File: src/design/kfli_pkg.sv
// Shared constants, types and codes of the keyframe linear interpolator.
`default_nettype none

package kfli_pkg;

  // Key table size and the widths that follow from it
  localparam int unsigned MAX_KEYS = 64;
  localparam int unsigned KEY_AW   = (MAX_KEYS > 1) ? $clog2(MAX_KEYS) : 1;
  localparam int unsigned CNT_W    = $clog2(MAX_KEYS + 1);

  // Field widths
  localparam int unsigned ACT_W   = 2;
  localparam int unsigned DELTA_W = 16;
  localparam int unsigned TIME_W  = 32;
  localparam int unsigned VAL_W   = 32;

  // Interpolation datapath: signed differences, product, quotient
  localparam int unsigned DIFF_W    = 33;
  localparam int unsigned PROD_W    = 2 * DIFF_W;
  localparam int unsigned DIV_STEPS = PROD_W / 2;
  localparam int unsigned DIV_CNT_W = $clog2(DIV_STEPS + 1);
  localparam int unsigned QSAT_BIT  = 40;
  localparam int unsigned SUM_W     = QSAT_BIT + 2;
  localparam logic [PROD_W-1:0] Q_LIMIT = PROD_W'(1) << QSAT_BIT;

  typedef enum logic [ACT_W-1:0] {
    ACT_APPEND  = 2'd0,
    ACT_TICK    = 2'd1,
    ACT_RESTART = 2'd2
  } action_e;

  typedef enum logic [2:0] {
    ST_IDLE,
    ST_RD_CUR,
    ST_RD_SEC,
    ST_DIFF,
    ST_MUL,
    ST_DIV,
    ST_OUT
  } state_e;

  typedef struct packed {
    logic [TIME_W-1:0] t;
    logic [VAL_W-1:0]  v;
  } key_entry_t;

  typedef struct packed {
    logic              start;
    logic [PROD_W-1:0] dividend;
    logic [DIFF_W-1:0] divisor;
  } div_req_t;

endpackage

`default_nettype wire

File: src/design/kfli_div.sv
// Unsigned restoring divider, two quotient bits per cycle.
`default_nettype none

module kfli_div (
  input  logic                        clk_i,
  input  logic                        rst_ni,
  input  kfli_pkg::div_req_t          req_i,
  output logic                        done_o,
  output logic [kfli_pkg::PROD_W-1:0] quot_o
);
  import kfli_pkg::*;

  logic                 busy_q, busy_d;
  logic                 done_q, done_d;
  logic [DIV_CNT_W-1:0] cnt_q, cnt_d;
  logic [DIFF_W-1:0]    rem_q, rem_d;
  logic [PROD_W-1:0]    shf_q, shf_d;
  logic [DIFF_W-1:0]    dvs_q, dvs_d;

  logic [DIFF_W:0]   r1, r2, m1, m2;
  logic              ge1, ge2;
  logic [DIFF_W-1:0] rem1;

  always_comb begin
    // first bit of the pair
    r1   = {rem_q, shf_q[PROD_W-1]};
    ge1  = r1 >= {1'b0, dvs_q};
    m1   = ge1 ? (r1 - {1'b0, dvs_q}) : r1;
    rem1 = m1[DIFF_W-1:0];
    // second bit of the pair
    r2   = {rem1, shf_q[PROD_W-2]};
    ge2  = r2 >= {1'b0, dvs_q};
    m2   = ge2 ? (r2 - {1'b0, dvs_q}) : r2;

    busy_d = busy_q;
    done_d = 1'b0;
    cnt_d  = cnt_q;
    rem_d  = rem_q;
    shf_d  = shf_q;
    dvs_d  = dvs_q;
    if (req_i.start) begin
      busy_d = 1'b1;
      cnt_d  = '0;
      rem_d  = '0;
      shf_d  = req_i.dividend;
      dvs_d  = req_i.divisor;
    end else if (busy_q) begin
      rem_d = m2[DIFF_W-1:0];
      shf_d = {shf_q[PROD_W-3:0], ge1, ge2};
      cnt_d = cnt_q + DIV_CNT_W'(1);
      if (cnt_q == DIV_CNT_W'(DIV_STEPS - 1)) begin
        busy_d = 1'b0;
        done_d = 1'b1;
      end
    end
  end

  always_ff @(posedge clk_i or negedge rst_ni) begin
    if (!rst_ni) begin
      busy_q <= 1'b0;
      done_q <= 1'b0;
      cnt_q  <= '0;
    end else begin
      busy_q <= busy_d;
      done_q <= done_d;
      cnt_q  <= cnt_d;
    end
  end

  always_ff @(posedge clk_i) begin
    rem_q <= rem_d;
    shf_q <= shf_d;
    dvs_q <= dvs_d;
  end

  assign done_o = done_q;
  assign quot_o = shf_q;

endmodule

`default_nettype wire

File: config.mk
export PLATFORM = sky130hd
export DESIGN_NAME = kfli_div
export DESIGN_NICKNAME = d
export VERILOG_FILES = /design/src/design/kfli_pkg.sv /design/src/design/kfli_div.sv
export SDC_FILE = /design/constraint.sdc
export NUM_CORES = 1
export LEC_CHECK = 0
export ABC_AREA = 1
export ABC_CLOCK_PERIOD_IN_PS = 10900
export BUFFER_PORTS_ARGS = -buffer_cell sky130_fd_sc_hd__buf_2
export CORE_MARGIN = 2
export CORE_UTILIZATION = 35
export DETAILED_ROUTE_END_ITERATION = 10
export PLACE_DENSITY_LB_ADDON = 0.05
export SETUP_SLACK_MARGIN = 0.3
export SYNTH_ARGS = -nofsm -noshare
export SYNTH_HDL_FRONTEND = slang
export SYNTH_SLANG_ARGS = --single-unit
File: constraint.sdc
create_clock -name clk_i -period 10.9 [get_ports clk_i]
set_clock_uncertainty 0.1 [all_clocks]
set_input_delay 1.09 -clock clk_i [delete_from_list [all_inputs] [get_ports clk_i]]
set_output_delay 1.09 -clock clk_i [all_outputs]
set_load 0.02 [all_outputs]
==> impl_metrics.py <==
metrics = {
    "status": {
        "status": "completed",
    },
    "cts": {
        "clockBufferDepth": 2,
        "root_buffer": "clkbuf_16",
        "post_cts_buffers": 0,
        "cts_resized": 0,
        "clk_latency_ps": 430,
        "htreeDepth": 4,
        "cts_sinks": 140,
        "clk_pin_slew_worst_paths_ps": 60,
        "cts_tree": "built",
        "cts_hold_buffers": 0,
        "cts_buffers": 17,
    },
    "detailed_routing": {
        "vias_per_cell": 4.817,
        "drt_drc_violations_left": 0,
        "wl_per_cell_um": 16.15,
        "first_iter_violations": 849,
        "vias": 10550,
        "top_layer": "met5",
        "ant_nets": 0,
        "met2WireLength_um": 14890,
        "dr.pass1.iters": 5,
        "wl_met1_um": 17300,
        "routed_wl_um": 35380,
        "dr_wl_met3_um": 2382,
    },
    "flow_run": {
        "cap_violations": 0,
    },
    "setup_path": {
        "path_common_cell": "nand2_1",
        "crit_slowest_cell": "nand3_2",
        "rr_endpoint": "rem_q[2]",
        "worst-setup-path-type": "reg2reg",
        "cp_max_fo": 54,
        "cp-end-kind": "flip-flop",
        "crit_arrival_ps": 6360,
        "reg2reg_slack_ps": 4810,
        "critPathRequiredTime_ps": 11170,
        "startpoint_type": "flip-flop",
        "r2r_cells": 28,
        "endpoint": "rem_q[2]",
        "max_stage_delay_ps": 740,
        "crit_start": "quot_o[65]",
        "r2r-start": "quot_o[65]",
    },
    "die": {
        "die_x_um": 180.3,
        "fp.dieArea_um2": 32500,
        "initial_core_util": 0.3556,
        "rows": 64,
        "ios": 169,
        "dieHeight_um": 180.3,
        "core_um2": 30590,
    },
    "grt": {
        "grt_pass1_vias": 10300,
        "antenna_found_initial": 5,
        "grt_max_degree": 69,
        "grt_pass1_wl_um": 55750,
        "gr-total-overflow": 0,
        "grt_usage": 0.2168,
    },
    "sta": {
        "finalHoldViolations": 0,
        "relSlewSlack": 0.3869,
        "setup_viol": 0,
        "finalCriticalPeriod_ps": 6094,
        "fin_crit_sh": 0.5591,
        "max_freq_mhz": 164.1,
        "slew_viol_final": 0,
        "fin_ws_ps": 4806,
        "rsz0062_at_grt": "no",
        "worst_slew_pin_slew_ps": 919.6,
        "fin_setup_tns_ps": 0,
    },
    "layout": {
        "area_growth_pct": 16.47,
        "drive_above_1_share": 0.1321,
        "fin_nets": 1953,
    },
    "yosys": {
        "ys_warn_count": 0,
        "netlist_area_um2": 10880,
        "postSynth.asyncResetShare": 0.05714,
        "yosysUniqueCellTypes": 43,
        "ys_seq_elements": 140,
        "synth_edf_count": 99,
        "yosysTopAreaCell": "edfxtp_1",
        "synth_top_area_share": 0.2733,
        "yosys-top-cells-area": "edfxtp_1, nand2_1, inv_1",
        "netlist_instances": 1625,
        "ys_seq_area_frac": 0.3525,
        "syn-num-nets": 1797,
        "ys.flop_type": "edfxtp_1",
        "syn_avg_cell_area_um2": 6.693,
    },
    "power_and_ir_drop": {
        "p_leak_nw": 6.818,
        "power_per_cell_area_nw_per_um2": 344.6,
        "p_int_mw": 2.022,
        "p_seq_frac": 0.172,
        "combPwrFrac": 0.688,
        "ir_worst_vdd_v": 0.0001461,
        "p_switching_mw": 2.344,
        "p_clk_frac": 0.140,
        "swShare": 0.5369,
    },
    "placed_design": {
        "dp.final_hpwl_um": 27810,
        "place.gp.congestion": 0.9392,
        "place_ws_ps": 4916,
        "port_buffers": 168,
    },
    "hold_path": {
        "min_path_type": "reg2reg",
        "min_path_cells": 2,
    },
}
==> flip-flops by register name, summed over array words and instances (netlist names) <==
name	count
quot_o	66
dvs_q	33
rem_q	33
cnt_q	6
busy_q	1
done_o	1
==> logic make-up (layout without fill, tap and decap cells) <==
logic type,count (synthesis),in the layout,share of synthesized area
and+or+nand+nor,955,955,0.3614
buffers and inverters,284,453,0.1028
AOI/OAI and AO/OA,141,141,0.07316
DFF,140,140,0.3525
adders and majority gates,70,70,0.08191
xor gates and xnor gates,35,35,0.02818
other,0,1,0
==> power by group through the flow <==
stage	logic, mW	registers (mW)	clock network [mW]
6_report	3.00	0.749	0.612
5_1_grt	3.39	0.763	0.647
4_1_cts	2.98	0.749	0.625
3_5_place_dp	2.97	0.757	0
3_3_place_gp	2.98	0.760	0
2_1_floorplan	2.20	0.770	0
==> cell type report <==
class,instances,area (µm²)
Clock inverter,10,141.4
Tap cell,396,495.5
Fill cell,3402,17920
Clock buffer,22,454.2
Timing Repair Buffer,173,880.8
Inverter,248,930.9
Multi-Input combinational cell,1201,5929
Antenna cell,1,2.502
Sequential cell,140,3834
==> worst max-delay path: cells and delay by family, from the launching register on <==
family,cells,cell delay (ps)
adder cells (fa/ha/maj),3,970
flip-flops,1,440
buffers and inverters,3,290
AND/OR/NAND/NOR,21,3690
AO/OA/AOI/OAI,1,460
==> metrics by stage <==
step,cell area [µm²],power (mW),instances,hold slack [ps],util
4_1_cts,12670,4.358,2190,372.0,0.4141
6_report,12670,4.366,2191,367.1,0.4141
2_1_floorplan,10880,2.966,1625,344.9,-
3_5_place_dp,12070,3.723,2158,359.5,0.3946
3_3_place_gp,12070,3.735,2158,363.1,0.3946
5_1_grt,12670,4.797,2190,386.7,0.4141
==> worst min path at each step <==
| stage | start | slack [ps] | end |
|---|---|---|---|
| floorplan | rem_q[32] | 340 | rem_q[32] |
| global placement | rem_q[21] | 360 | rem_q[21] |
| detailed placement | rem_q[3] | 360 | rem_q[3] |
| CTS | rem_q[3] | 370 | rem_q[3] |
| global route | rst_ni | 390 | cnt_q[5] |
| finish | rem_q[3] | 370 | rem_q[3] |
==> routing by layer <==
| metal | vias up | track usage |
|---|---|---|
| met5 | - | 0 |
| met4 | 6 | 0.06258 |
| met3 | 44 | 0.05315 |
| met2 | 299 | 0.3269 |
| met1 | 4755 | 0.3070 |
| li1 | 5449 | - |
==> layout by cell type, fill, tap and decap left out, types with 3 or more instances in the layout <==
cell | Yosys | final
a21boi_0 | 3 | 3
a21o_1 | 6 | 6
a21oi_1 | 59 | 59
a21oi_2 | 4 | 4
a31oi_1 | 4 | 4
and2_1 | 4 | 4
buf_2 | 6 | 167
buf_4 | 6 | 6
bufinv_16 | 0 | 3
clkbuf_1 | 19 | 4
clkbuf_16 | 0 | 17
dfrtp_1 | 8 | 8
dfxtp_1 | 33 | 33
edfxtp_1 | 99 | 99
ha_1 | 68 | 68
inv_1 | 238 | 237
inv_2 | 10 | 11
nand2_1 | 680 | 680
nand2_2 | 6 | 6
nand3_1 | 118 | 118
nand3_2 | 3 | 3
nand3b_1 | 8 | 8
nand4_1 | 10 | 10
nor2_1 | 95 | 93
nor2_2 | 3 | 5
nor3_1 | 15 | 15
nor4_1 | 3 | 3
o211ai_1 | 3 | 3
o21ai_0 | 44 | 44
o21ai_1 | 3 | 3
o21bai_1 | 12 | 12
xnor2_1 | 24 | 24
xor2_1 | 11 | 11
==> synthesized netlist by cell type (all sizes together) (17+ instances only) <==
cell type	n
nand2	688
o21ai	47
a21oi	63
nand3	121
ha	68
nor3	17
xnor2	24
clkbuf	19
inv	248
buf	17
dfxtp	33
nor2	101
edfxtp	99
(Power assumes the default switching activity.)
